$ cat config.mk
export PLATFORM = sky130hd
export DESIGN_NAME = julia_set_escape_pixel
export DESIGN_NICKNAME = d
export VERILOG_FILES = /design/src/sv/jsep_pkg.sv /design/src/sv/jsep_coord_map.sv /design/src/sv/jsep_sqr_unit.sv /design/src/sv/julia_set_escape_pixel.sv
export SDC_FILE = /design/constraint.sdc
export NUM_CORES = 2
export LEC_CHECK = 0
export ABC_CLOCK_PERIOD_IN_PS = 29400
export BUFFER_PORTS_ARGS = -buffer_cell sky130_fd_sc_hd__buf_2
export CAP_MARGIN = 20
export CORE_UTILIZATION = 41
export CTS_CLUSTER_SIZE = 24
export DETAILED_ROUTE_END_ITERATION = 8
export MAX_ROUTING_LAYER = met4
export PLACE_DENSITY = 0.53
export SYNTH_ARGS = -nofsm -noshare
export SYNTH_HDL_FRONTEND = slang
export SYNTH_SLANG_ARGS = --single-unit
$ cat constraint.sdc
create_clock -name clk -period 29.4 [get_ports clk]
set_input_delay 1.47 -clock clk [delete_from_list [all_inputs] [get_ports clk]]
set_output_delay 1.47 -clock clk [all_outputs]
set_load 0.01 [all_outputs]
$ cat src/sv/jsep_pkg.sv
// ----------------------------------------------------------------------------
// jsep_pkg
// Shared types and constants for the Julia-set escape pixel block.
// ----------------------------------------------------------------------------
package jsep_pkg;

  // Width of one complex component (signed fixed point).
  localparam int ZW = 32;

  // Configuration register indexes.
  typedef enum logic [1:0] {
    REG_C_REAL        = 2'd0,
    REG_C_IMAG        = 2'd1,
    REG_ESCAPE_RADIUS = 2'd2,
    REG_MAX_DEPTH     = 2'd3
  } reg_idx_t;

  // Control state of the pixel sequencer.
  typedef enum logic [4:0] {
    ST_IDLE = 5'b00001,
    ST_MAP  = 5'b00010,
    ST_MUL  = 5'b00100,
    ST_STEP = 5'b01000,
    ST_DONE = 5'b10000
  } state_t;

  // Start and completion strobes between the sequencer and a serial unit.
  typedef struct packed {
    logic start;
  } unit_ctrl_t;

  typedef struct packed {
    logic done;
  } unit_stat_t;

endpackage

$ cat src/sv/jsep_coord_map.sv
// ----------------------------------------------------------------------------
// jsep_coord_map
// Maps a pixel coordinate to a fixed-point component by bit-serial long
// division of |p - W/2| * 2r * 2^F by W, one quotient bit per cycle.
// ----------------------------------------------------------------------------
module jsep_coord_map #(
  parameter int IMAGE_SIZE = 1024,
  parameter int FRAC_BITS  = 28
) (
  input  logic                        clk,
  input  logic                        rst,
  input  jsep_pkg::unit_ctrl_t        ctrl,
  input  logic [9:0]                  p,
  input  logic [2:0]                  r,
  output jsep_pkg::unit_stat_t        stat,
  output logic signed [jsep_pkg::ZW-1:0] z
);

  localparam int ZW   = jsep_pkg::ZW;
  localparam int HALF = IMAGE_SIZE / 2;
  localparam int LW   = ($clog2(IMAGE_SIZE) > 10) ? $clog2(IMAGE_SIZE) : 10;
  localparam int DW   = LW + 1;
  localparam int MW   = DW + 4;
  localparam int NB   = MW + FRAC_BITS;
  localparam int CNW  = $clog2(NB + 1);
  localparam int RW   = $clog2(IMAGE_SIZE) + 1;

  logic signed [DW-1:0] dv;
  logic [DW-1:0]        dmag;
  logic [MW-1:0]        m;
  logic [MW-1:0]        nsh;
  logic [RW-2:0]        rem;
  logic [RW-1:0]        rem2;
  logic                 ge;
  logic [ZW:0]          q;
  logic                 sat;
  logic                 neg;
  logic                 busy;
  logic [CNW-1:0]       cnt;
  logic                 big;

  // Offset from the image centre and the scaled magnitude.
  assign dv   = $signed(DW'(p)) - $signed(DW'(HALF));
  assign dmag = dv[DW-1] ? DW'(-dv) : DW'(dv);
  assign m    = MW'(dmag) * MW'({r, 1'b0});

  // One restoring division step per cycle.
  assign rem2 = {rem, nsh[MW-1]};
  assign ge   = rem2 >= RW'(IMAGE_SIZE);
  assign big  = sat | q[ZW] | q[ZW-1];

  always_ff @(posedge clk) begin
    if (rst) begin
      busy      <= 1'b0;
      stat.done <= 1'b0;
      cnt       <= '0;
    end else begin
      stat.done <= busy && !ctrl.start && (cnt == CNW'(NB - 1));
      if (ctrl.start) begin
        busy <= 1'b1;
        cnt  <= '0;
        nsh  <= m;
        neg  <= dv[DW-1];
        rem  <= '0;
        q    <= '0;
        sat  <= 1'b0;
      end else if (busy) begin
        nsh <= {nsh[MW-2:0], 1'b0};
        rem <= ge ? (RW-1)'(rem2 - RW'(IMAGE_SIZE)) : rem2[RW-2:0];
        sat <= sat | q[ZW];
        q   <= {q[ZW-1:0], ge};
        cnt <= cnt + 1'b1;
        if (cnt == CNW'(NB - 1)) begin
          busy <= 1'b0;
        end
      end
    end
  end

  // Saturate the quotient and apply the sign.
  always_comb begin
    if (neg) begin
      z = big ? {1'b1, {(ZW-1){1'b0}}} : $signed(-q[ZW-1:0]);
    end else begin
      z = big ? {1'b0, {(ZW-1){1'b1}}} : $signed(q[ZW-1:0]);
    end
  end

  // Assertions.
  a_done_ends_busy: assert property (@(posedge clk) disable iff (rst)
    stat.done |-> !busy) else $error("done while busy");
  a_start_busy: assert property (@(posedge clk) disable iff (rst)
    ctrl.start |=> busy) else $error("start did not begin division");
  a_cnt_bound: assert property (@(posedge clk) disable iff (rst)
    busy |-> cnt < CNW'(NB)) else $error("division counter overran");

endmodule

$ cat src/sv/jsep_sqr_unit.sv
// ----------------------------------------------------------------------------
// jsep_sqr_unit
// Bit-serial shift-add multiplier forming a*a, b*b and a*b from unsigned
// magnitudes, one multiplier bit per cycle.
// ----------------------------------------------------------------------------
module jsep_sqr_unit (
  input  logic                         clk,
  input  logic                         rst,
  input  jsep_pkg::unit_ctrl_t         ctrl,
  input  logic [jsep_pkg::ZW-1:0]      a,
  input  logic [jsep_pkg::ZW-1:0]      b,
  output jsep_pkg::unit_stat_t         stat,
  output logic [2*jsep_pkg::ZW-1:0]    aa,
  output logic [2*jsep_pkg::ZW-1:0]    bb,
  output logic [2*jsep_pkg::ZW-1:0]    ab
);

  localparam int ZW  = jsep_pkg::ZW;
  localparam int CNW = $clog2(ZW);

  logic [ZW-1:0]  ma, mb, ra, rb;
  logic           busy;
  logic [CNW-1:0] cnt;
  logic [ZW:0]    s_aa, s_bb, s_ab;

  // Partial sums of the upper half for this multiplier bit.
  assign s_aa = {1'b0, aa[2*ZW-1:ZW]} + (ma[0] ? {1'b0, ra} : '0);
  assign s_bb = {1'b0, bb[2*ZW-1:ZW]} + (mb[0] ? {1'b0, rb} : '0);
  assign s_ab = {1'b0, ab[2*ZW-1:ZW]} + (mb[0] ? {1'b0, ra} : '0);

  always_ff @(posedge clk) begin
    if (rst) begin
      busy      <= 1'b0;
      stat.done <= 1'b0;
      cnt       <= '0;
    end else begin
      stat.done <= busy && !ctrl.start && (cnt == CNW'(ZW - 1));
      if (ctrl.start) begin
        busy <= 1'b1;
        cnt  <= '0;
        ra   <= a;
        rb   <= b;
        ma   <= a;
        mb   <= b;
        aa   <= '0;
        bb   <= '0;
        ab   <= '0;
      end else if (busy) begin
        aa  <= {s_aa, aa[ZW-1:1]};
        bb  <= {s_bb, bb[ZW-1:1]};
        ab  <= {s_ab, ab[ZW-1:1]};
        ma  <= {1'b0, ma[ZW-1:1]};
        mb  <= {1'b0, mb[ZW-1:1]};
        cnt <= cnt + 1'b1;
        if (cnt == CNW'(ZW - 1)) begin
          busy <= 1'b0;
        end
      end
    end
  end

  // Assertions.
  a_start_busy: assert property (@(posedge clk) disable iff (rst)
    ctrl.start |=> busy) else $error("multiply did not start");
  a_done_idle: assert property (@(posedge clk) disable iff (rst)
    stat.done |-> !busy) else $error("done while busy");
  a_no_restart: assert property (@(posedge clk) disable iff (rst)
    busy |-> !ctrl.start) else $error("restart during multiply");

endmodule

$ cat src/sv/julia_set_escape_pixel.sv
// ----------------------------------------------------------------------------
// julia_set_escape_pixel
// Julia-set escape-time test for one pixel with an APB register port.
// ----------------------------------------------------------------------------
// A pixel transaction (pixel_x, pixel_y) enters on in_valid/in_ready. The
// block maps it to z0, then repeatedly squares z and adds c, testing
// |z|^2 > r^2 before each step. One result transaction (color, painted)
// leaves on out_valid/out_ready for every pixel.
// A pixel outside the image disk goes straight to the result load. Any
// other pixel runs the serial coordinate divider and then, for each
// escape test, the bit-serial multiplier, before its result is loaded;
// the test count is at most max_depth - floor(max_depth/4) + 2. One pixel
// is in work at a time.
// The result sits in an output register, so a new pixel is accepted while
// the previous result waits; if the receiver stalls when the next result
// is ready, the block holds it until the output register frees.
// Reset clears the control state and returns the registers to c =
// (-71672268, -164014066), escape_radius 2 and max_depth 50. Registers must
// be written by the user only while idle; the block does not enforce this.
// ----------------------------------------------------------------------------
module julia_set_escape_pixel #(
  parameter int IMAGE_SIZE = 1024,
  parameter int FRAC_BITS  = 28
) (
  input  logic        clk,
  input  logic        rst,
  input  logic        in_valid,
  output logic        in_ready,
  input  logic [9:0]  pixel_x,
  input  logic [9:0]  pixel_y,
  output logic        out_valid,
  input  logic        out_ready,
  output logic [3:0]  color,
  output logic        painted,
  input  logic        psel,
  input  logic        penable,
  input  logic        pwrite,
  input  logic [3:0]  paddr,
  input  logic [31:0] pwdata,
  output logic [31:0] prdata,
  output logic        pready
);

  localparam int ZW   = jsep_pkg::ZW;
  localparam int HALF = IMAGE_SIZE / 2;
  localparam int LW   = ($clog2(IMAGE_SIZE) > 10) ? $clog2(IMAGE_SIZE) : 10;
  localparam int DW   = LW + 1;
  localparam int QW   = 2 * DW + 1;
  localparam int CW   = (2 * FRAC_BITS + 6 > 2 * ZW + 1) ? 2 * FRAC_BITS + 6 : 2 * ZW + 1;
  localparam int SW   = 2 * ZW + 3;
  localparam logic [3:0] COLOR_WHITE = 4'd15;
  localparam logic [3:0] COLOR_BLACK = 4'd0;

  // Configuration registers.
  logic signed [ZW-1:0] c_real, c_imag;
  logic [2:0]           escape_radius;
  logic [9:0]           max_depth;
  jsep_pkg::reg_idx_t   widx;

  assign pready = 1'b1;
  assign widx   = jsep_pkg::reg_idx_t'(paddr[3:2]);

  always_ff @(posedge clk) begin
    if (rst) begin
      c_real        <= -32'sd71672268;
      c_imag        <= -32'sd164014066;
      escape_radius <= 3'd2;
      max_depth     <= 10'd50;
    end else if (psel && penable && pwrite) begin
      unique case (widx)
        jsep_pkg::REG_C_REAL:        c_real        <= pwdata;
        jsep_pkg::REG_C_IMAG:        c_imag        <= pwdata;
        jsep_pkg::REG_ESCAPE_RADIUS: escape_radius <= pwdata[2:0];
        jsep_pkg::REG_MAX_DEPTH:     max_depth     <= pwdata[9:0];
        default: ;
      endcase
    end
  end

  // Register read-back.
  always_comb begin
    unique case (widx)
      jsep_pkg::REG_C_REAL:        prdata = c_real;
      jsep_pkg::REG_C_IMAG:        prdata = c_imag;
      jsep_pkg::REG_ESCAPE_RADIUS: prdata = {29'd0, escape_radius};
      jsep_pkg::REG_MAX_DEPTH:     prdata = {22'd0, max_depth};
      default:                     prdata = '0;
    endcase
  end

  // Disk test on the incoming pixel.
  logic signed [DW-1:0] dx, dy;
  logic [QW-1:0]        dist2;
  logic                 outside_in;

  assign dx         = $signed(DW'(pixel_x)) - $signed(DW'(HALF));
  assign dy         = $signed(DW'(pixel_y)) - $signed(DW'(HALF));
  assign dist2      = QW'($unsigned(QW'(dx) * QW'(dx))) + QW'($unsigned(QW'(dy) * QW'(dy)));
  assign outside_in = dist2 > QW'(HALF * HALF);

  // Sequencer state.
  jsep_pkg::state_t     state;
  logic [9:0]           px, py;
  logic signed [ZW-1:0] zr, zi;
  logic [10:0]          left;
  logic                 esc, outside;
  jsep_pkg::unit_ctrl_t map_ctrl, mul_ctrl;
  jsep_pkg::unit_stat_t mapx_stat, mapy_stat, mul_stat;
  logic signed [ZW-1:0] zx0, zy0;
  logic [ZW-1:0]        zr_mag, zi_mag;
  logic [2*ZW-1:0]      p_aa, p_bb, p_ab;

  assign in_ready = state == jsep_pkg::ST_IDLE;

  jsep_coord_map #(.IMAGE_SIZE(IMAGE_SIZE), .FRAC_BITS(FRAC_BITS)) u_map_x (
    .clk(clk), .rst(rst), .ctrl(map_ctrl), .p(px), .r(escape_radius),
    .stat(mapx_stat), .z(zx0)
  );

  jsep_coord_map #(.IMAGE_SIZE(IMAGE_SIZE), .FRAC_BITS(FRAC_BITS)) u_map_y (
    .clk(clk), .rst(rst), .ctrl(map_ctrl), .p(py), .r(escape_radius),
    .stat(mapy_stat), .z(zy0)
  );

  assign zr_mag = zr[ZW-1] ? ZW'(-zr) : ZW'(zr);
  assign zi_mag = zi[ZW-1] ? ZW'(-zi) : ZW'(zi);

  jsep_sqr_unit u_sqr (
    .clk(clk), .rst(rst), .ctrl(mul_ctrl), .a(zr_mag), .b(zi_mag),
    .stat(mul_stat), .aa(p_aa), .bb(p_bb), .ab(p_ab)
  );

  // Escape compare and one step z = z*z + c.
  function automatic logic signed [ZW-1:0] sat_z(input logic signed [SW-1:0] v);
    logic signed [SW-1:0] vmax, vmin;
    vmax = $signed({{(SW-ZW+1){1'b0}}, {(ZW-1){1'b1}}});
    vmin = $signed({{(SW-ZW+1){1'b1}}, {(ZW-1){1'b0}}});
    if (v > vmax) begin
      sat_z = vmax[ZW-1:0];
    end else if (v < vmin) begin
      sat_z = vmin[ZW-1:0];
    end else begin
      sat_z = v[ZW-1:0];
    end
  endfunction

  logic [2*ZW:0]        sum2;
  logic [5:0]           r2;
  logic                 esc_now;
  logic                 re_neg, im_neg;
  logic [2*ZW-1:0]      re_mag;
  logic [2*ZW:0]        im_mag;
  logic signed [SW-1:0] re_s, im_s;
  logic signed [ZW-1:0] zr_new, zi_new;

  assign sum2    = {1'b0, p_aa} + {1'b0, p_bb};
  assign r2      = 6'(escape_radius) * 6'(escape_radius);
  assign esc_now = CW'(sum2) > (CW'(r2) << (2 * FRAC_BITS));
  assign re_neg  = p_aa < p_bb;
  assign re_mag  = re_neg ? p_bb - p_aa : p_aa - p_bb;
  assign im_mag  = {p_ab, 1'b0};
  assign im_neg  = zr[ZW-1] ^ zi[ZW-1];

  always_comb begin
    re_s = $signed(SW'(re_mag >> FRAC_BITS));
    im_s = $signed(SW'(im_mag >> FRAC_BITS));
    if (re_neg) begin
      re_s = -re_s;
    end
    if (im_neg) begin
      im_s = -im_s;
    end
    zr_new = sat_z(re_s + SW'(c_real));
    zi_new = sat_z(im_s + SW'(c_imag));
  end

  // Pixel sequencer.
  always_ff @(posedge clk) begin
    if (rst) begin
      state          <= jsep_pkg::ST_IDLE;
      map_ctrl.start <= 1'b0;
      mul_ctrl.start <= 1'b0;
      out_valid      <= 1'b0;
    end else begin
      map_ctrl.start <= (state == jsep_pkg::ST_IDLE) && in_valid && !outside_in;
      mul_ctrl.start <= ((state == jsep_pkg::ST_MAP) && mapx_stat.done) ||
                        ((state == jsep_pkg::ST_STEP) && !esc_now && (left != 11'd1));
      if ((state != jsep_pkg::ST_DONE) && out_valid && out_ready) begin
        out_valid <= 1'b0;
      end
      unique case (state)
        jsep_pkg::ST_IDLE: begin
          if (in_valid) begin
            px      <= pixel_x;
            py      <= pixel_y;
            outside <= outside_in;
            esc     <= 1'b0;
            if (outside_in) begin
              state <= jsep_pkg::ST_DONE;
            end else begin
              state <= jsep_pkg::ST_MAP;
            end
          end
        end
        jsep_pkg::ST_MAP: begin
          if (mapx_stat.done) begin
            zr    <= zx0;
            zi    <= zy0;
            left  <= 11'(max_depth) - 11'(max_depth >> 2) + 11'd2;
            state <= jsep_pkg::ST_MUL;
          end
        end
        jsep_pkg::ST_MUL: begin
          if (mul_stat.done) begin
            state <= jsep_pkg::ST_STEP;
          end
        end
        jsep_pkg::ST_STEP: begin
          if (esc_now) begin
            esc   <= 1'b1;
            state <= jsep_pkg::ST_DONE;
          end else if (left == 11'd1) begin
            state <= jsep_pkg::ST_DONE;
          end else begin
            zr    <= zr_new;
            zi    <= zi_new;
            left  <= left - 11'd1;
            state <= jsep_pkg::ST_MUL;
          end
        end
        jsep_pkg::ST_DONE: begin
          if (!out_valid || out_ready) begin
            out_valid <= 1'b1;
            painted   <= outside | esc;
            color     <= (!outside && esc) ? COLOR_WHITE : COLOR_BLACK;
            state     <= jsep_pkg::ST_IDLE;
          end
        end
        default: state <= jsep_pkg::ST_IDLE;
      endcase
    end
  end

  // Assertions.
  a_accept_next: assert property (@(posedge clk) disable iff (rst)
    (in_valid && in_ready) |=> (state == jsep_pkg::ST_MAP || state == jsep_pkg::ST_DONE))
    else $error("accepted pixel not taken into work");
  a_unpainted_black: assert property (@(posedge clk) disable iff (rst)
    (out_valid && !painted) |-> color == COLOR_BLACK) else $error("unpainted pixel coloured");
  a_mul_to_step: assert property (@(posedge clk) disable iff (rst)
    (state == jsep_pkg::ST_MUL && mul_stat.done) |=> state == jsep_pkg::ST_STEP)
    else $error("multiply result not used");
  a_maps_agree: assert property (@(posedge clk) disable iff (rst)
    mapx_stat.done == mapy_stat.done) else $error("coordinate units out of step");
  a_tests_left: assert property (@(posedge clk) disable iff (rst)
    state == jsep_pkg::ST_STEP |-> left != 11'd0) else $error("test count ran out");

endmodule

==> impl_metrics.csv <==
group,metric,value,unit
synth,synthCells,7427,
synth,synth_top_cell_area_share,0.239,
setup_path,crit_family,"simple AND/OR/NAND/NOR gates",
cells_and_area,drive_above_1_share,0.0666,
route,drt_iter0_markers,4306,
clock_tree,post_cts_buffers,0,
power_and_ir_drop,p_switching,1.94,mW
sta,timing.final.ws_setup,17.58,ns
power_and_ir_drop,ir_worst_vdd,0.000305,V
grt,gr-total-overflow,0,
synth,seq_area_frac_synth,0.273,
sta,worstMarginPinSlew,1.29,ns
sta,fin_setup_tns,0,ns
setup_path,cp_common_cell,"nor4_1",
route,viasPerCell,5.75,
placement,numPortBuffers,99,
synth,synth.distinct_cells,117,
clock_tree,root_buffer,"clkbuf_16",
cells_and_area,nets,8226,
grt,grt_pass1_wl,305,mm
min_path,hold_path_class,"reg2reg",
grt,grt_pass1_vias,52509,
setup_path,arrival,12.34,ns
setup_path,critical-path-max-stage-delay,0.87,ns
route,drc,0,
sta,period_needed,11.82,ns
cells_and_area,final_area,69000,sq um
floorplanning,coreArea,155000,sq um
synth,synth_common_cells,"inv_1 (659), nand2_1 (641), a21oi_1 (632)",
sta,relSlewSlack,0.137,
cells_and_area,areaGrowthSynthToFinish,7.78,%
setup_path,crit_path_end_kind,"register",
synth,synth-edff-count,510,
sta,finClkSkew,0.0683,ns
sta,slew_violations,0,
synth,syn-mean-instance-area,8.62,sq um
clock_tree,post_cts_resized,0,
power_and_ir_drop,comb_power_share,0.574,
floorplanning,rows,144,
cells_and_area,seq_area,17500,sq um
synth,async_flop_share,0,
clock_tree,cts.htree.levels,3,
clock_tree,hold_buffers,0,
clock_tree,ctsLongestPathBuffers,3,
power_and_ir_drop,power.density,67.4,nW/um^2
route,via_count,54321,
grt,grt_max_degree,159,
synth,synth_top_area_cell,"edfxtp_1",
setup_path,critPathBufInv,2,
placement,pre_cts_ws,17.90,ns
cells_and_area,multi_input_area,42800,sq um
sta,fmax,84.6,MHz
sta,hold_viol,0,
placement,dp_hpwl,153,mm
synth,yosysMostFrequentCell,"inv_1",
setup_path,crit_start,"u_sqr.aa[14]",
setup_path,rr_startpoint,"u_sqr.aa[14]",
synth,synth_area,64000,sq um
clock_tree,worstSkewPairLatency,0.71,ns
synth,synthTopCellsByArea,"edfxtp_1 (24%), ha_1 (11%), fa_1 (8.0%), a21oi_1 (4.9%), xnor2_1 (4.2%)",
setup_path,critical_path.max_fanout,60,
clock_tree,clk_pin_slew_worst_paths,0.06,ns
power_and_ir_drop,intPower,2.71,mW
grt,antenna_found_initial,14,
floorplanning,start_util,0.414,
floorplanning,die_area,158000,sq um
power_and_ir_drop,p_leak,28.3,nW
power_and_ir_drop,pwr-share-seq,0.205,
grt,grt_usage,0.252,
synth,synth_warnings,0,
placement,placement.cell_area,66200,sq um
clock_tree,cts_made_buffers,79,
synth,synth_ff_type,"edfxtp_1",
placement,gp_congestion,0.978,
floorplanning,die_h,397,um
sta,timing.final.crit_share,0.402,
route,wire_per_inst,20.8,um
route,ant_nets,0,
setup_path,cp_slowest_cell,"nor4_1",
clock_tree,cts.sinks,617,
clock_tree,cts_tree,"done",
power_and_ir_drop,p_clk_frac,0.221,
floorplanning,die_w,397,um
route,dr.pass1.iters,6,
floorplanning,io_pins,103,
cells_and_area,fillers,15336,
route,wirelength,196,mm
synth,synth-seq-cells,617,
min_path,holdCritStartpoint,"max_depth[8]",
setup_path,worst_ep_required_time,29.92,ns
cells_and_area,fin_util,0.447,
status,run_status,"completed",
power_and_ir_drop,p_sw_frac,0.418,
sta,setup_viol,0,
job,timing.max_cap.violations,0,
setup_path,critPathLaunchType,"register",
power_and_ir_drop,totalPowerFinal,4.65,mW
sta,rsz0062_at_grt,"false",
setup_path,worstSetupPathType,"reg2reg",
==> layout make-up <==
| type | instances | area share |
|---|---|---|
| Antenna cell | 9 | 0.000326 |
| Multi-Input combinational cell | 5820 | 0.620 |
| Clock buffer | 103 | 0.0314 |
| Timing Repair Buffer | 151 | 0.0133 |
| Tap cell | 2044 | 0.0370 |
| Inverter | 666 | 0.0362 |
| Clock inverter | 42 | 0.00856 |
| Sequential cell | 617 | 0.253 |
==> registers in the layout, indices dropped and copies added (netlist names), 33 cells and up <==
signal     flops
u_map_x.q     33
u_map_y.q     33
u_sqr.bb      64
u_sqr.ab      37
u_sqr.aa      64
==> cell families after synthesis <==
family	synth area share
buffers and inverters	0.0610
xor gates and xnor gates	0.0653
adders and majority gates	0.192
DFF	0.273
and+or+nand+nor	0.190
AOI/OAI and AO/OA	0.192
other	0.000117
muxes	0.0278
==> layer usage <==
metal  wire (um)  track usage  vias up
met5           0            -        -
met4        5750       0.0741        0
met3        9820       0.0242      285
met2       85400        0.379     1491
met1       95100        0.358    26383
li1            -            -    26162
==> cell usage in the layout (no fill, tap or decap), types with 75 or more instances in the layout <==
| cell type | instances |
|---|---|
| a21oi_1 | 631 |
| nand3_1 | 126 |
| edfxtp_1 | 510 |
| mux2_2 | 92 |
| nand4_1 | 76 |
| clkbuf_16 | 82 |
| nand2b_1 | 75 |
| o21ai_0 | 338 |
| a21o_1 | 162 |
| nor4_1 | 88 |
| inv_1 | 659 |
| buf_2 | 98 |
| nand2_1 | 640 |
| nor3_1 | 147 |
| o21bai_1 | 83 |
| xor2_1 | 168 |
| nor2b_1 | 159 |
| nor2_1 | 618 |
| xnor2_1 | 303 |
| and2_1 | 180 |
| fa_1 | 255 |
| or3_1 | 93 |
| dfxtp_1 | 103 |
| ha_1 | 573 |
==> metrics by stage <==
step                      hold slack, ns  cells
final                              0.481   9452
after global routing               0.508   9452
after CTS                          0.479   9442
after detailed placement           0.469   9297
after global placement             0.464   9297
after floorplan                    0.444   7432
==> worst paths after layout <==
path,depth (start not counted),end,slack (ns)
max reg2reg,33,zr[4],17.58
max,33,zr[4],17.58
min reg2reg,2,max_depth[8],0.48
min,2,max_depth[8],0.48
==> worst register-to-register path, delay by kind of cell (launching register included) <==
kind	cells	cell delay, ns
and+or+nand+nor	15	5.28
AOI/OAI and AO/OA	11	3.81
muxes	1	0.45
xor gates and xnor gates	2	0.37
DFF	1	0.38
buffers and inverters	2	0.39
adders and majority gates	2	0.97
==> power by group through the flow <==
stage | Sequential, mW | Clock (mW) | Combinational (mW)
after floorplan | 0.967 | 0 | 2.08
after global placement | 0.971 | 0 | 2.62
after detailed placement | 0.971 | 0 | 2.64
after CTS | 0.953 | 1.05 | 2.66
after global routing | 0.953 | 1.08 | 3.07
final | 0.953 | 1.03 | 2.67
(Power assumes the default switching activity.)
